### src/hdl/osm_pkg.sv
// ----------------------------------------------------------------------------
// osm_pkg
// Flag masks, operation and notification codes, and the update record for
// the ownership state machine.
// ----------------------------------------------------------------------------
package osm_pkg;

    localparam int FLAG_W = 14;
    localparam int CODE_W = 4;

    typedef logic [FLAG_W-1:0] flags_t;
    typedef logic [CODE_W-1:0] code_t;

    localparam flags_t FL_OWN     = 14'h0001;
    localparam flags_t FL_UNOWN   = 14'h0002;
    localparam flags_t FL_DIV     = 14'h0004;
    localparam flags_t FL_NDIV    = 14'h0008;
    localparam flags_t FL_ASK     = 14'h0010;
    localparam flags_t FL_NASK    = 14'h0020;
    localparam flags_t FL_ABLE    = 14'h0040;
    localparam flags_t FL_NABLE   = 14'h0080;
    localparam flags_t FL_PEND    = 14'h0100;
    localparam flags_t FL_NACQ    = 14'h0200;
    localparam flags_t FL_ACQ     = 14'h0400;
    localparam flags_t FL_TCANCEL = 14'h0800;
    localparam flags_t FL_WILL    = 14'h1000;
    localparam flags_t FL_NTRY    = 14'h2000;

    localparam flags_t SET_OWNED   = FL_OWN | FL_NDIV | FL_NASK;
    localparam flags_t SET_UNOWNED = FL_UNOWN | FL_ABLE | FL_NACQ | FL_NTRY;
    localparam flags_t FLAGS_RESET = FL_UNOWN | FL_NABLE;

    localparam code_t OP_NONE         = 4'd0;
    localparam code_t OP_CANCEL_NEG   = 4'd1;
    localparam code_t OP_CANCEL_ACQ   = 4'd2;
    localparam code_t OP_FORCED_ACQ   = 4'd3;
    localparam code_t OP_FORCED_DIV   = 4'd4;
    localparam code_t OP_NEG_DIV      = 4'd5;
    localparam code_t OP_ACQ          = 4'd6;
    localparam code_t OP_ACQ_IF_AVAIL = 4'd7;
    localparam code_t OP_REL_FAIL     = 4'd8;
    localparam code_t OP_REL_SUCC     = 4'd9;
    localparam code_t OP_PUBLISH      = 4'd10;
    localparam code_t OP_UNCOND_DIV   = 4'd11;
    localparam code_t OP_UNPUBLISH    = 4'd12;

    localparam code_t NT_NONE           = 4'd0;
    localparam code_t NT_CONFIRM_CANCEL = 4'd1;
    localparam code_t NT_ACQUIRED       = 4'd2;
    localparam code_t NT_DIVESTED       = 4'd3;
    localparam code_t NT_UNAVAILABLE    = 4'd4;
    localparam code_t NT_REQ_ASSUME     = 4'd5;
    localparam code_t NT_REQ_RELEASE    = 4'd6;
    localparam code_t NT_FORCED_ACQ     = 4'd7;
    localparam code_t NT_FORCED_DIV     = 4'd8;

    localparam logic MODE_OPERATION    = 1'b0;
    localparam logic MODE_NOTIFICATION = 1'b1;

    typedef struct packed {
        logic   accepted;
        flags_t flags;
        code_t  pending;
    } upd_t;

endpackage

### src/hdl/osm_next.sv
// ----------------------------------------------------------------------------
// osm_next
// Guard check and flag update for one operation or notification.
// ----------------------------------------------------------------------------
module osm_next
(
    input  logic             mode,
    input  osm_pkg::code_t   code,
    input  osm_pkg::flags_t  flags,
    input  osm_pkg::code_t   pending,
    output osm_pkg::upd_t    upd
);

    osm_pkg::flags_t f;
    logic            forced_unown;
    logic            forced_own;

    assign f = flags;

    assign forced_unown = (pending == osm_pkg::OP_FORCED_ACQ) &&
                          ((code == osm_pkg::OP_NEG_DIV) ||
                           (code == osm_pkg::OP_UNCOND_DIV) ||
                           (code == osm_pkg::OP_FORCED_DIV));
    assign forced_own   = (pending == osm_pkg::OP_FORCED_DIV) &&
                          ((code == osm_pkg::OP_ACQ) ||
                           (code == osm_pkg::OP_ACQ_IF_AVAIL) ||
                           (code == osm_pkg::OP_FORCED_ACQ));

    always_comb
    begin
        upd.accepted = 1'b0;
        upd.flags    = f;
        upd.pending  = pending;
        if (mode == osm_pkg::MODE_OPERATION)
        begin
            priority if (forced_unown)
            begin
                upd.accepted = 1'b1;
                upd.flags    = osm_pkg::SET_UNOWNED;
                upd.pending  = osm_pkg::OP_NONE;
            end
            else if (forced_own)
            begin
                upd.accepted = 1'b1;
                upd.flags    = osm_pkg::SET_OWNED;
                upd.pending  = osm_pkg::OP_NONE;
            end
            else
            begin
                unique case (code)
                    osm_pkg::OP_PUBLISH:
                    begin
                        if ((f & osm_pkg::FL_NABLE) != '0)
                        begin
                            upd.accepted = 1'b1;
                            upd.flags    = (f & ~osm_pkg::FL_NABLE) | osm_pkg::FL_ABLE |
                                           osm_pkg::FL_NACQ | osm_pkg::FL_NTRY;
                            upd.pending  = osm_pkg::OP_PUBLISH;
                        end
                    end
                    osm_pkg::OP_UNPUBLISH:
                    begin
                        if ((f & osm_pkg::FL_NABLE) == '0)
                        begin
                            upd.accepted = 1'b1;
                            upd.flags    = osm_pkg::FLAGS_RESET;
                            upd.pending  = osm_pkg::OP_UNPUBLISH;
                        end
                    end
                    osm_pkg::OP_CANCEL_NEG:
                    begin
                        if ((f & osm_pkg::FL_DIV) != '0)
                        begin
                            upd.accepted = 1'b1;
                            upd.flags    = (f & ~osm_pkg::FL_DIV) | osm_pkg::FL_NDIV;
                            upd.pending  = (pending == osm_pkg::OP_NEG_DIV) ?
                                           osm_pkg::OP_NONE : osm_pkg::OP_CANCEL_NEG;
                        end
                    end
                    osm_pkg::OP_CANCEL_ACQ:
                    begin
                        if ((f & osm_pkg::FL_ACQ) != '0)
                        begin
                            upd.accepted = 1'b1;
                            upd.flags    = (f & ~osm_pkg::FL_ACQ) | osm_pkg::FL_TCANCEL;
                            upd.pending  = osm_pkg::OP_CANCEL_ACQ;
                        end
                    end
                    osm_pkg::OP_NEG_DIV:
                    begin
                        if ((f & osm_pkg::FL_NDIV) != '0)
                        begin
                            upd.accepted = 1'b1;
                            upd.flags    = (f & ~osm_pkg::FL_NDIV) | osm_pkg::FL_DIV;
                            upd.pending  = (pending == osm_pkg::OP_CANCEL_NEG) ?
                                           osm_pkg::OP_NONE : osm_pkg::OP_NEG_DIV;
                        end
                    end
                    osm_pkg::OP_ACQ:
                    begin
                        if ((f & osm_pkg::FL_NACQ) != '0)
                        begin
                            upd.accepted = 1'b1;
                            upd.flags    = (f & ~(osm_pkg::FL_NACQ | osm_pkg::FL_WILL)) |
                                           osm_pkg::FL_ACQ | osm_pkg::FL_PEND |
                                           osm_pkg::FL_NTRY;
                            upd.pending  = osm_pkg::OP_ACQ;
                        end
                    end
                    osm_pkg::OP_ACQ_IF_AVAIL:
                    begin
                        if (((f & osm_pkg::FL_NTRY) != '0) && ((f & osm_pkg::FL_PEND) == '0))
                        begin
                            upd.accepted = 1'b1;
                            upd.flags    = (f & ~osm_pkg::FL_NTRY) | osm_pkg::FL_WILL;
                            upd.pending  = osm_pkg::OP_ACQ_IF_AVAIL;
                        end
                    end
                    osm_pkg::OP_REL_FAIL:
                    begin
                        if ((f & osm_pkg::FL_ASK) != '0)
                        begin
                            upd.accepted = 1'b1;
                            upd.flags    = (f & ~osm_pkg::FL_ASK) | osm_pkg::FL_NASK;
                            upd.pending  = osm_pkg::OP_REL_FAIL;
                        end
                    end
                    osm_pkg::OP_REL_SUCC:
                    begin
                        if ((f & osm_pkg::FL_ASK) != '0)
                        begin
                            upd.accepted = 1'b1;
                            upd.flags    = (f & ~(osm_pkg::FL_ASK | osm_pkg::FL_DIV |
                                                  osm_pkg::FL_NDIV | osm_pkg::FL_OWN)) |
                                           osm_pkg::SET_UNOWNED;
                            upd.pending  = osm_pkg::OP_REL_SUCC;
                        end
                    end
                    osm_pkg::OP_UNCOND_DIV:
                    begin
                        if ((f & osm_pkg::FL_OWN) != '0)
                        begin
                            upd.accepted = 1'b1;
                            upd.flags    = (f & ~(osm_pkg::FL_ASK | osm_pkg::FL_DIV |
                                                  osm_pkg::FL_NASK | osm_pkg::FL_NDIV |
                                                  osm_pkg::FL_OWN)) |
                                           osm_pkg::SET_UNOWNED;
                            upd.pending  = osm_pkg::OP_UNCOND_DIV;
                        end
                    end
                    osm_pkg::OP_FORCED_ACQ:
                    begin
                        if ((f & osm_pkg::FL_UNOWN) != '0)
                        begin
                            upd.accepted = 1'b1;
                            upd.flags    = osm_pkg::SET_OWNED;
                            upd.pending  = osm_pkg::OP_FORCED_ACQ;
                        end
                    end
                    osm_pkg::OP_FORCED_DIV:
                    begin
                        if ((f & osm_pkg::FL_OWN) != '0)
                        begin
                            upd.accepted = 1'b1;
                            upd.flags    = osm_pkg::SET_UNOWNED;
                            upd.pending  = osm_pkg::OP_FORCED_DIV;
                        end
                    end
                    default:
                    begin
                        upd.accepted = 1'b0;
                    end
                endcase
            end
        end
        else
        begin
            unique case (code)
                osm_pkg::NT_CONFIRM_CANCEL:
                begin
                    if ((f & osm_pkg::FL_TCANCEL) != '0)
                    begin
                        upd.accepted = 1'b1;
                        upd.flags    = (f & ~(osm_pkg::FL_PEND | osm_pkg::FL_TCANCEL)) |
                                       osm_pkg::FL_NACQ;
                    end
                end
                osm_pkg::NT_ACQUIRED:
                begin
                    if ((f & (osm_pkg::FL_PEND | osm_pkg::FL_WILL)) != '0)
                    begin
                        upd.accepted = 1'b1;
                        upd.flags    = (f & ~(osm_pkg::FL_ABLE | osm_pkg::FL_ACQ |
                                              osm_pkg::FL_PEND | osm_pkg::FL_NACQ |
                                              osm_pkg::FL_NTRY | osm_pkg::FL_TCANCEL |
                                              osm_pkg::FL_UNOWN | osm_pkg::FL_WILL)) |
                                       osm_pkg::SET_OWNED;
                    end
                end
                osm_pkg::NT_DIVESTED:
                begin
                    if ((f & osm_pkg::FL_DIV) != '0)
                    begin
                        upd.accepted = 1'b1;
                        upd.flags    = (f & ~(osm_pkg::FL_DIV | osm_pkg::FL_ASK |
                                              osm_pkg::FL_NASK | osm_pkg::FL_OWN)) |
                                       osm_pkg::SET_UNOWNED;
                    end
                end
                osm_pkg::NT_UNAVAILABLE:
                begin
                    if ((f & osm_pkg::FL_WILL) != '0)
                    begin
                        upd.accepted = 1'b1;
                        upd.flags    = (f & ~osm_pkg::FL_WILL) | osm_pkg::FL_NTRY;
                    end
                end
                osm_pkg::NT_REQ_ASSUME:
                begin
                    upd.accepted = 1'b1;
                end
                osm_pkg::NT_REQ_RELEASE:
                begin
                    if ((f & osm_pkg::FL_NASK) != '0)
                    begin
                        upd.accepted = 1'b1;
                        upd.flags    = (f & ~osm_pkg::FL_NASK) | osm_pkg::FL_ASK;
                    end
                end
                osm_pkg::NT_FORCED_ACQ:
                begin
                    upd.accepted = 1'b1;
                    upd.flags    = osm_pkg::SET_OWNED;
                end
                osm_pkg::NT_FORCED_DIV:
                begin
                    upd.accepted = 1'b1;
                    upd.flags    = osm_pkg::SET_UNOWNED;
                end
                default:
                begin
                    upd.accepted = 1'b0;
                end
            endcase
        end
    end

endmodule

### src/hdl/ownership_state_machine.sv
// ----------------------------------------------------------------------------
// ownership_state_machine
// Ownership flag state for one property, stepped by local operations and
// received notifications.
// ----------------------------------------------------------------------------
// Pipeline: 2 register stages (input register, then result register).
// Throughput: one transaction per cycle unless m_tready stalls the result;
//   the flag update is a single pass from the input register into the
//   state and result registers.
// Reset: flags return to Unowned|NotAbleToAcquire, no pending operation,
//   both register stages empty.
module ownership_state_machine
(
    input  logic        clk,
    input  logic        rst_n,

    input  logic        s_tvalid,
    output logic        s_tready,
    input  logic [7:0]  s_tdata,   // [3:0] code, [7:4] zero fill
    input  logic [0:0]  s_tuser,   // [0] mode

    output logic        m_tvalid,
    input  logic        m_tready,
    output logic [23:0] m_tdata    // [0] accepted, [14:1] flags,
                                   // [18:15] last_operation, [23:19] zero fill
);

    logic            in_valid_reg;
    logic            in_mode_reg;
    osm_pkg::code_t  in_code_reg;

    osm_pkg::flags_t flags_reg;
    osm_pkg::code_t  pend_reg;

    logic            out_valid_reg;
    osm_pkg::upd_t   out_reg;

    osm_pkg::upd_t   upd;
    logic            advance;
    logic            in_take;

    assign advance  = in_valid_reg && (!out_valid_reg || m_tready);
    assign s_tready = !in_valid_reg || advance;
    assign in_take  = s_tvalid && s_tready;

    osm_next u_next
    (
        .mode    (in_mode_reg),
        .code    (in_code_reg),
        .flags   (flags_reg),
        .pending (pend_reg),
        .upd     (upd)
    );

    always_ff @(posedge clk or negedge rst_n)
    begin
        if (!rst_n)
        begin
            in_valid_reg  <= 1'b0;
            out_valid_reg <= 1'b0;
            flags_reg     <= osm_pkg::FLAGS_RESET;
            pend_reg      <= osm_pkg::OP_NONE;
        end
        else
        begin
            if (s_tready)
            begin
                in_valid_reg <= s_tvalid;
            end
            if (advance)
            begin
                out_valid_reg <= 1'b1;
                flags_reg     <= upd.flags;
                pend_reg      <= upd.pending;
            end
            else if (m_tready)
            begin
                out_valid_reg <= 1'b0;
            end
        end
    end

    always_ff @(posedge clk)
    begin
        if (in_take)
        begin
            in_mode_reg <= s_tuser[0];
            in_code_reg <= s_tdata[3:0];
        end
        if (advance)
        begin
            out_reg <= upd;
        end
    end

    assign m_tvalid = out_valid_reg;
    assign m_tdata  = {5'b0, out_reg.pending, out_reg.flags, out_reg.accepted};

    a_flags_nonzero: assert property (@(posedge clk) disable iff (!rst_n)
        flags_reg != '0)
        else $error("flag set became empty");

    a_reject_holds: assert property (@(posedge clk) disable iff (!rst_n)
        advance && !upd.accepted |=> flags_reg == $past(flags_reg) &&
                                     pend_reg == $past(pend_reg))
        else $error("rejected transaction changed state");

    a_notif_keeps_pending: assert property (@(posedge clk) disable iff (!rst_n)
        advance && (in_mode_reg == osm_pkg::MODE_NOTIFICATION) |=>
        pend_reg == $past(pend_reg))
        else $error("notification changed pending operation");

    a_pending_legal: assert property (@(posedge clk) disable iff (!rst_n)
        pend_reg <= osm_pkg::OP_UNPUBLISH)
        else $error("pending operation out of range");

    a_result_matches_state: assert property (@(posedge clk) disable iff (!rst_n)
        advance |=> out_reg.flags == flags_reg && out_reg.pending == pend_reg)
        else $error("result register disagrees with state");

endmodule

### config.mk
export PLATFORM = sky130hd
export DESIGN_NAME = ownership_state_machine
export DESIGN_NICKNAME = d
export VERILOG_FILES = /design/src/hdl/osm_pkg.sv /design/src/hdl/osm_next.sv /design/src/hdl/ownership_state_machine.sv
export SDC_FILE = /design/constraint.sdc
export NUM_CORES = 1
export LEC_CHECK = 0
export BUFFER_PORTS_ARGS = -buffer_cell sky130_fd_sc_hd__buf_2
export CORE_ASPECT_RATIO = 0.5
export CORE_MARGIN = 1
export CORE_UTILIZATION = 35
export DETAILED_ROUTE_END_ITERATION = 8
export PLACE_DENSITY = 0.6
export SYNTH_ARGS = -nofsm -noshare
export SYNTH_HDL_FRONTEND = slang
export SYNTH_SLANG_ARGS = --single-unit
### constraint.sdc
create_clock -name clk -period 6.25 [get_ports clk]
set_input_delay 0.3125 -clock clk [delete_from_list [all_inputs] [get_ports clk]]
set_output_delay 0.3125 -clock clk [all_outputs]
set_load 0.01 [all_outputs]
# Word-level counts from Yosys, hierarchy flattened
# Index checks and enable logic that the tools add are counted.
# classes
eq_ne	16
n_mux	29
n_reduce_logical	18
# op_table
cell	count
$mux 19	14
$pmux 18 s12	1
$pmux 14 s7	1
$mux 15	6
$logic_not 14->1	2
$eq 4x3->1 const B	6
$eq 4x4->1 const B	5
$reduce_bool 14->1	1
$eq 4x2->1 const B	3
$pmux 1 s12	1
$eq 4x1->1 const B	2
$logic_or 1x1->1	6
$pmux 1 s6	1
$logic_and 1x1->1	5
$mux 4	1
$mux 1	3
$mux 3	1
$reduce_or 3->1	1
$logic_not 1->1	2
$reduce_bool 2->1	1
# word_totals
input_bits	13
output_inout_bits	26
reg_bits	44
word_cells	72

# Longest topological paths before layout
# Gate-level depths: netlist (run 1).
# logic_depth
depth_word	7
ltp_mapped	8
mapped_depth_nobuf	6

# Cells and area by module
# Synthesis (run 1) repeated with hierarchy kept, for this count alone.
# hier_totals
cells_unflattened	361
area_unflattened_um2	3316.9
# modules_own_cells
mod	seq_area_each_um2	instances	cells_each	area_each_um2
osm_next	0.0	1	285	1739.2
ownership_state_machine	1223.7	1	76	1577.8

# Least setup slack after synthesis (run 1)
# OpenSTA, ideal clock, no wires.
# synth_timing
path_kind	flip-flop to flip-flop
from	register in_code_reg[1]
to	register out_reg (netlist bit m_tdata[15]), data pin
setup_time_ns	0.273
n_path_buf	2
path_stages_with_launch	8
period_less_slack_ns	2.046
required_ns	5.977
path_slack_ns	4.204
arrival_ns	1.772
path_cell_list	edfxtp_1 > buf_4 > or2_2 > clkbuf_1 > a221oi_2 > o31ai_1 > o311ai_0 > nand3_1
# synth_lines
element	line_no	source
start, declared	ownership_state_machine.sv:30	osm_pkg::code_t in_code_reg;
start signal, assigned	ownership_state_machine.sv:88	in_code_reg <= s_tdata[3:0];
end signal, assigned	ownership_state_machine.sv:92	out_reg <= upd;
end, declared	ownership_state_machine.sv:36	osm_pkg::upd_t out_reg;

==> flow_metrics.py, run 1 <==
metrics = {
    "clock_tree": {
        "clk-insertion-delay-late_ns": 0.29,
        "cts.sinks": 44,
        "numCtsBuffers": 5,
        "cts_resized": 0,
        "cts_hold_buf": 0,
        "tritoncts": "built",
        "cts.root.buffer_cell": "clkbuf_16",
        "cts.clk_slew.worst_paths_ns": 0.06,
        "clock_tree.buffer_depth": 2,
        "cts_h_tree_lvls": 2,
        "postCtsSetupRepairBufs": 0,
    },
    "synthesis": {
        "seq_area_frac_synth_pct": 34.93,
        "post_synth_num_cell_types": 72,
        "post-synth-top-area-cell": "edfxtp_1",
        "number_of_instances_in_the_synthesized_netlist": 427,
        "most_frequent_cell_after_synthesis": "nand2_1",
        "synth_area_per_cell_um2": 8.205,
        "synthesis.yosys.warnings": 0,
        "ys_top_cells_by_area": "edfxtp_1, dfrtp_1, o21ai_0",
        "yosys-top-cells-count": "nand2_1, o21ai_0, nor2_1",
        "synth_top_flop_cell": "edfxtp_1",
        "synth_enable_flop_cells": 24,
        "synth-seq-cells": 44,
        "synth_top_area_share_pct": 20.57,
        "async_reset_ff_share_pct": 45.45,
        "syn-cell-area_um2": 3503,
    },
    "routing": {
        "post-route-drc-count": 0,
        "met3RoutedLength_um": 1394,
        "drt-pass1-iter-count": 5,
        "met2WireLength_um": 4685,
        "wire_per_inst_um": 20.92,
        "vias": 3553,
        "wirelength_met1_um": 5433,
        "post_route_antenna_net_violation_count": 0,
        "maxUsedRoutingLayer": "met4",
        "drt_iter0_markers": 522,
        "postRouteWirelength_um": 11860,
        "route.detailed.vias_per_inst": 6.266,
    },
    "critical_path": {
        "worst_r2r_path_depth": 6,
        "cp.arrival_ns": 3.01,
        "critical-path-slowest-cell": "nor3_2",
        "slowest_delay_ns": 0.90,
        "timing.critical_path.cells": "buf_4 -> and4b_1 -> o2111a_1 -> nor3_2 -> a32oi_1 -> o21ai_0",
        "r2r_end": "m_tdata[9]",
        "rr_startpoint": "in_code_reg[2]",
        "critical_path_peak_fanout": 50,
        "setup.reg_to_reg.worst_slack_ns": 3.38,
        "critical_path_required_ns": 6.38,
        "cp-end-kind": "register",
        "timing.setup.critical_path_class": "reg -> reg",
        "start_kind": "register",
    },
    "place": {
        "dp.cells": 559,
        "postPlaceCellArea_um2": 3672,
        "post_place_setup_slack_ns": 3.441,
        "gp_congestion": 0.9556,
        "buffer_ports.inserted": 29,
        "place_hpwl_um": 8442,
    },
    "cells_and_area": {
        "final-instance-count-excl-fill": 567,
        "fillers": 1007,
        "num-nets-final": 444,
        "drive_gt1_share_pct": 13.66,
        "syn_to_final_growth_pct": 8.714,
        "largest_register_ff_count": 19,
        "layout.core_utilization_pct": 39.79,
        "final_area_um2": 3809,
        "insertedDiodeCount": 0,
    },
    "global_routing": {
        "globalRoute.totalOverflow": 0,
        "maximum_number_of_pins_on_one_net_before_global_route_repair": 51,
        "grt_first_pass_wirelength_um": 18510,
        "first_global_vias": 3175,
        "antenna_found_initial": 0,
        "total_routing_usage_gr_pct": 24.01,
    },
    "timing": {
        "slew_worst_pin_ns": 1.136,
        "setup_total_negative_slack_ns": 0,
        "hold_violation_total_from_the_final_report": 14,
        "grt_setup_unrepaired": "false",
        "timing.fmax_mhz": 347.9,
        "period_needed_ns": 2.875,
        "finalSetupViolCount": 0,
        "slew_viol_final": 0,
        "worst_slew_margin_rel_pct": 23.89,
        "period_share_pct": 46.00,
        "fin_worst_skew_ns": 0.004428,
        "worst_hold_margin_ns": -0.01667,
        "post-route-worst-setup-slack_ns": 3.375,
    },
    "run_status": {
        "run_status": "finished, violations left",
        "violated_checks": "hold timing",
    },
    "power_and_ir_drop": {
        "ir_drop_mv": 0.1098,
        "post-layout-total-power_mw": 1.118,
        "total_leakage_power_nw": 1.444,
        "pwr_density_cell_nw_per_um2": 293.5,
    },
    "flow_run": {
        "max-cap-violations": 0,
    },
    "die": {
        "pin_count": 39,
        "die-area_um2": 10440,
        "die_width_um": 143.5,
        "core_area_um2": 9572,
        "initial_core_utilization_pct": 36.60,
        "die_h_um": 72.75,
        "row_count": 25,
    },
    "min_path": {
        "hold_path.class": "in -> async",
    },
}
==> how the worst max path moves through the flow <==
stage | startpoint | end | slack (ns) | cells after the start
6_report | in_code_reg[2] | m_tdata[9] | 3.38 | 6
5_1_grt | in_code_reg[2] | m_tdata[9] | 3.16 | 6
4_1_cts | in_code_reg[2] | m_tdata[9] | 3.42 | 6
3_5_place_dp | in_code_reg[2] | pend_reg[2] | 3.44 | 6
3_3_place_gp | in_code_reg[2] | m_tdata[9] | 3.41 | 6
2_1_floorplan | in_code_reg[1] | m_tdata[15] | 4.20 | 7
==> area by class of cell <==
| type | count | area [um2] | share of cell area (%) |
|---|---|---|---|
| Clock buffer | 8 | 136.4 | 3.581 |
| Inverter | 15 | 56.30 | 1.478 |
| Multi-Input combinational cell | 330 | 2033 | 53.38 |
| Sequential cell | 44 | 1224 | 32.13 |
| Tap cell | 135 | 168.9 | 4.435 |
| Timing Repair Buffer | 35 | 190.2 | 4.993 |
==> report_power, final <==
part           switching (mW)  internal [mW]  leakage [nW]
registers               0.114          0.383         0.466
logic                   0.221          0.149         0.913
clock network           0.102          0.149        0.0652
total                   0.438          0.680          1.44
==> cells by family after synthesis <==
| group | Yosys count | share of synthesized area (%) |
|---|---|---|
| compound gates | 156 | 30.61 |
| buf+inv | 57 | 7.464 |
| flops | 44 | 34.93 |
| mux | 3 | 0.9285 |
| other cells | 1 | 0.1070 |
| simple gates | 166 | 25.96 |
==> critical path: cells and delay by family (launching register included) <==
family / cells / cell delay (ns)
compound gates: 3 / 0.78
buf+inv: 1 / 0.41
flops: 1 / 0.32
simple gates: 2 / 1.19
==> per-layer routing <==
layer / vias to the layer above / GRT usage [%]
met2: 222 / 32.96
met4: 0 / 9.338
met3: 29 / 8.071
met1: 1684 / 34.24
li1: 1618 / -
met5: - / 0
==> cells in the final DEF, fill, tap and decap left out, types with 11 or more instances in the layout <==
cell       n
nand3_1   11
dfrtp_1   18
o21ai_0   33
nand2b_1  12
nand2_1   40
nor2_1    32
inv_1     15
nor2b_1   17
edfxtp_1  24
a21oi_1   30
buf_2     29
No activity file was read; power rests on OpenSTA's default activity.
==> run 2: changes to the inputs <==
ABC_AREA = 1   (was unset)
PLACE_DENSITY = 0.62   (was 0.6)
clock period = 2.3 ns   (was 6.25 ns; I/O delays follow)
==> run 2 against run 1 <==
The flow now finishes without violations; worst hold slack better by 0.023 ns; via count is 38% higher; sequential share of layout area is 7.3 points lower; non-clock buffer count is 69 higher; cell count is 61% higher; clock-buffer cell count stayed put; fmax is 33% higher; clock skew is 0.0015 ns higher; global-route usage is 3.4 points higher; synthesized cell count is 63% higher; largest cell class unchanged; largest power group is now combinational cells.
==> flow_metrics.py, run 2 <==
metrics = {
    "cells_and_area": {
        "drive_gt1_share_pct": 15.97,
        "largest_register_ff_count": 19,
        "insertedDiodeCount": 0,
        "syn_to_final_growth_pct": 21.80,
        "final_common_cell": "nand2_1",
        "layout_common_cells": "nand2_1, nand3_1, nor2_1, buf_4, inv_1",
        "num-nets-final": 782,
    },
    "die": {
        "initial_core_utilization_pct": 36.36,
        "row_count": 27,
        "die_width_um": 154.0,
        "pin_count": 39,
        "die_h_um": 77.99,
        "die-area_um2": 12010,
        "core_area_um2": 11110,
    },
    "place": {
        "buffer_ports.inserted": 29,
        "gp_congestion": 1.064,
        "place_hpwl_um": 11660,
    },
    "synthesis": {
        "main_combinational_cell_family_by_area_after_synthesis": "simple AND/OR/NAND/NOR gates",
        "most_frequent_cell_after_synthesis": "nand2_1",
        "seq_area_frac_synth_pct": 30.28,
        "synth_top_area_share_pct": 27.49,
        "syn-cell-area_um2": 4041,
        "post-synth-top-area-cell": "nand2_1",
        "async_reset_ff_share_pct": 45.45,
        "synthMuxAreaShare_pct": 0,
        "synth-simple-area-share_pct": 51.58,
        "yosys-top-cells-count": "nand2_1, nor2_1, nand3_1",
        "post_synth_num_cell_types": 35,
        "number_of_instances_in_the_synthesized_netlist": 697,
        "synth_top_flop_cell": "edfxtp_1",
        "synth_enable_flop_cells": 24,
        "synth-seq-cells": 44,
        "synth_area_per_cell_um2": 5.798,
        "ys_top_cells_by_area": "nand2_1, edfxtp_1, dfrtp_1",
        "synthAdderAreaFrac_pct": 0,
        "synth-compound-area-share_pct": 8.545,
        "fraction_of_synthesized_cell_area_in_xor_and_xnor_cells_pct": 0,
        "synthesis.yosys.warnings": 0,
    },
    "power_and_ir_drop": {
        "ir_drop_mv": 0.3221,
        "total_leakage_power_nw": 2.624,
        "post-layout-total-power_mw": 4.296,
        "pwr_density_cell_nw_per_um2": 872.7,
    },
    "min_path": {
        "worstHoldEndpoint": "in_code_reg[0]",
        "hold_path.class": "in -> reg",
        "min-delay-start": "s_tdata[0]",
        "number_of_stages_on_the_worst_hold_path": 1,
    },
    "clock_tree": {
        "tritoncts": "built",
        "cts_h_tree_lvls": 2,
        "cts.sinks": 44,
        "cts.clk_slew.worst_paths_ns": 0.06,
        "clock_tree.buffer_depth": 2,
        "cts.root.buffer_cell": "clkbuf_16",
        "numCtsBuffers": 5,
        "clk-insertion-delay-late_ns": 0.29,
        "postCtsSetupRepairBufs": 0,
    },
    "routing": {
        "post_route_antenna_net_violation_count": 0,
        "wire_per_inst_um": 17.02,
        "route.detailed.vias_per_inst": 5.370,
        "post-route-drc-count": 0,
        "postRouteWirelength_um": 15570,
        "drt-pass1-iter-count": 5,
        "drt_iter0_markers": 476,
        "vias": 4914,
    },
    "critical_path": {
        "timing.setup.critical_path_class": "reg -> reg",
        "critical-path-slowest-cell": "edfxtp_1",
        "setup.reg_to_reg.worst_slack_ns": 0.14,
        "rr_startpoint": "in_code_reg[0]",
        "start_kind": "register",
        "cp-end-kind": "register",
        "critical_path_required_ns": 2.44,
        "cp.arrival_ns": 2.29,
        "cp_common_cell": "nand2_1",
        "critical_path_peak_fanout": 13,
        "timing.critical_path.cells": "nor2_2 -> buf_4 -> nand2_1 -> nand2_1 -> nor2_1 -> nand2_2 -> clkinv_2 -> nand2_1 -> nand3_1 -> a21boi_1",
        "slowest_delay_ns": 0.52,
        "worst_setup_path_startpoint": "in_code_reg[0]",
        "r2r_end": "m_tdata[7]",
        "worst_r2r_path_depth": 10,
    },
    "flow_run": {
        "max-cap-violations": 0,
    },
    "timing": {
        "period_share_pct": 93.82,
        "grt_setup_unrepaired": "false",
        "period_needed_ns": 2.158,
        "slew_worst_pin_ns": 0.5979,
        "finalSetupViolCount": 0,
        "timing.fmax_mhz": 463.4,
        "worst_slew_margin_rel_pct": 60.14,
        "slew_viol_final": 0,
        "fin_worst_skew_ns": 0.005934,
        "setup_total_negative_slack_ns": 0,
        "hold_violation_total_from_the_final_report": 0,
    },
    "run_status": {
        "run_status": "finished clean",
    },
    "global_routing": {
        "antenna_found_initial": 0,
        "total_routing_usage_gr_pct": 27.36,
        "grt_first_pass_wirelength_um": 24820,
        "maximum_number_of_pins_on_one_net_before_global_route_repair": 38,
        "first_global_vias": 4535,
        "globalRoute.totalOverflow": 0,
    },
}
==> run 2: cell families after synthesis <==
logic type | count (synthesis)
DFF | 44
buffers and inverters | 91
other | 1
AOI/OAI and AO/OA | 64
and+or+nand+nor | 497
==> run 2: power breakdown <==
part           internal (mW)  switching, mW  total (mW)
sequential              1.10          0.284        1.39
combinational          0.701           1.46        2.16
clock                  0.434          0.312       0.747
==> run 2: final cells by class <==
class                   count  area [um2]
flip-flops and latches     44        1224
clock buffers               8       146.4
well taps                 145       181.4
multi-input cells         566        2456
inverters                  48       181.4
repair buffers            104       733.2
fillers                  1210        6192
==> run 2: per-stage QoR <==
step / setup WS, ns / hold slack (ns) / cells / utilization, % / cell area [um2]
after floorplan: 0.3993 / -0.1806 / 701 / - / 4056
final: 0.1421 / 0.005855 / 915 / 44.29 / 4922
after detailed placement: 0.1528 / 0.1218 / 902 / 42.44 / 4717
after global routing: 0.01060 / 0.004523 / 915 / 44.29 / 4922
after CTS: 0.1371 / 0.005337 / 915 / 44.21 / 4913
after global placement: 0.1905 / 0.1148 / 902 / 42.44 / 4717
==> run 2: worst max-delay path by stage <==
| stage | end | slack [ns] | depth (start not counted) |
|---|---|---|---|
| 2_1_floorplan | m_tdata[7] | 0.40 | 9 |
| 3_3_place_gp | m_tdata[11] | 0.19 | 10 |
| 3_5_place_dp | m_tdata[11] | 0.15 | 10 |
| 4_1_cts | m_tdata[11] | 0.14 | 10 |
| 5_1_grt | m_tdata[14] | 0.01 | 11 |
| 6_report | m_tdata[7] | 0.14 | 10 |
==> run 2: critical path: cells and delay by family (launching register included) <==
kind | cells | cell delay (ns)
buffers and inverters | 2 | 0.41
DFF | 1 | 0.52
and+or+nand+nor | 7 | 0.88
AOI/OAI and AO/OA | 1 | 0.18
==> run 2: timing repair <==
action	in CTS	in global routing
hold buffers	5	0
gates resized for setup	0	4
endpoints found under the setup margin	0	4
endpoints found under the hold margin	22	0
==> run 2: metal layers <==
metal,GRT usage (%),up-vias,share of wire (%)
li1,-,2377,-
met1,38.07,2267,46
met2,41.05,223,41
met3,6.480,47,10
met4,9.800,0,3.0
met5,0,-,0
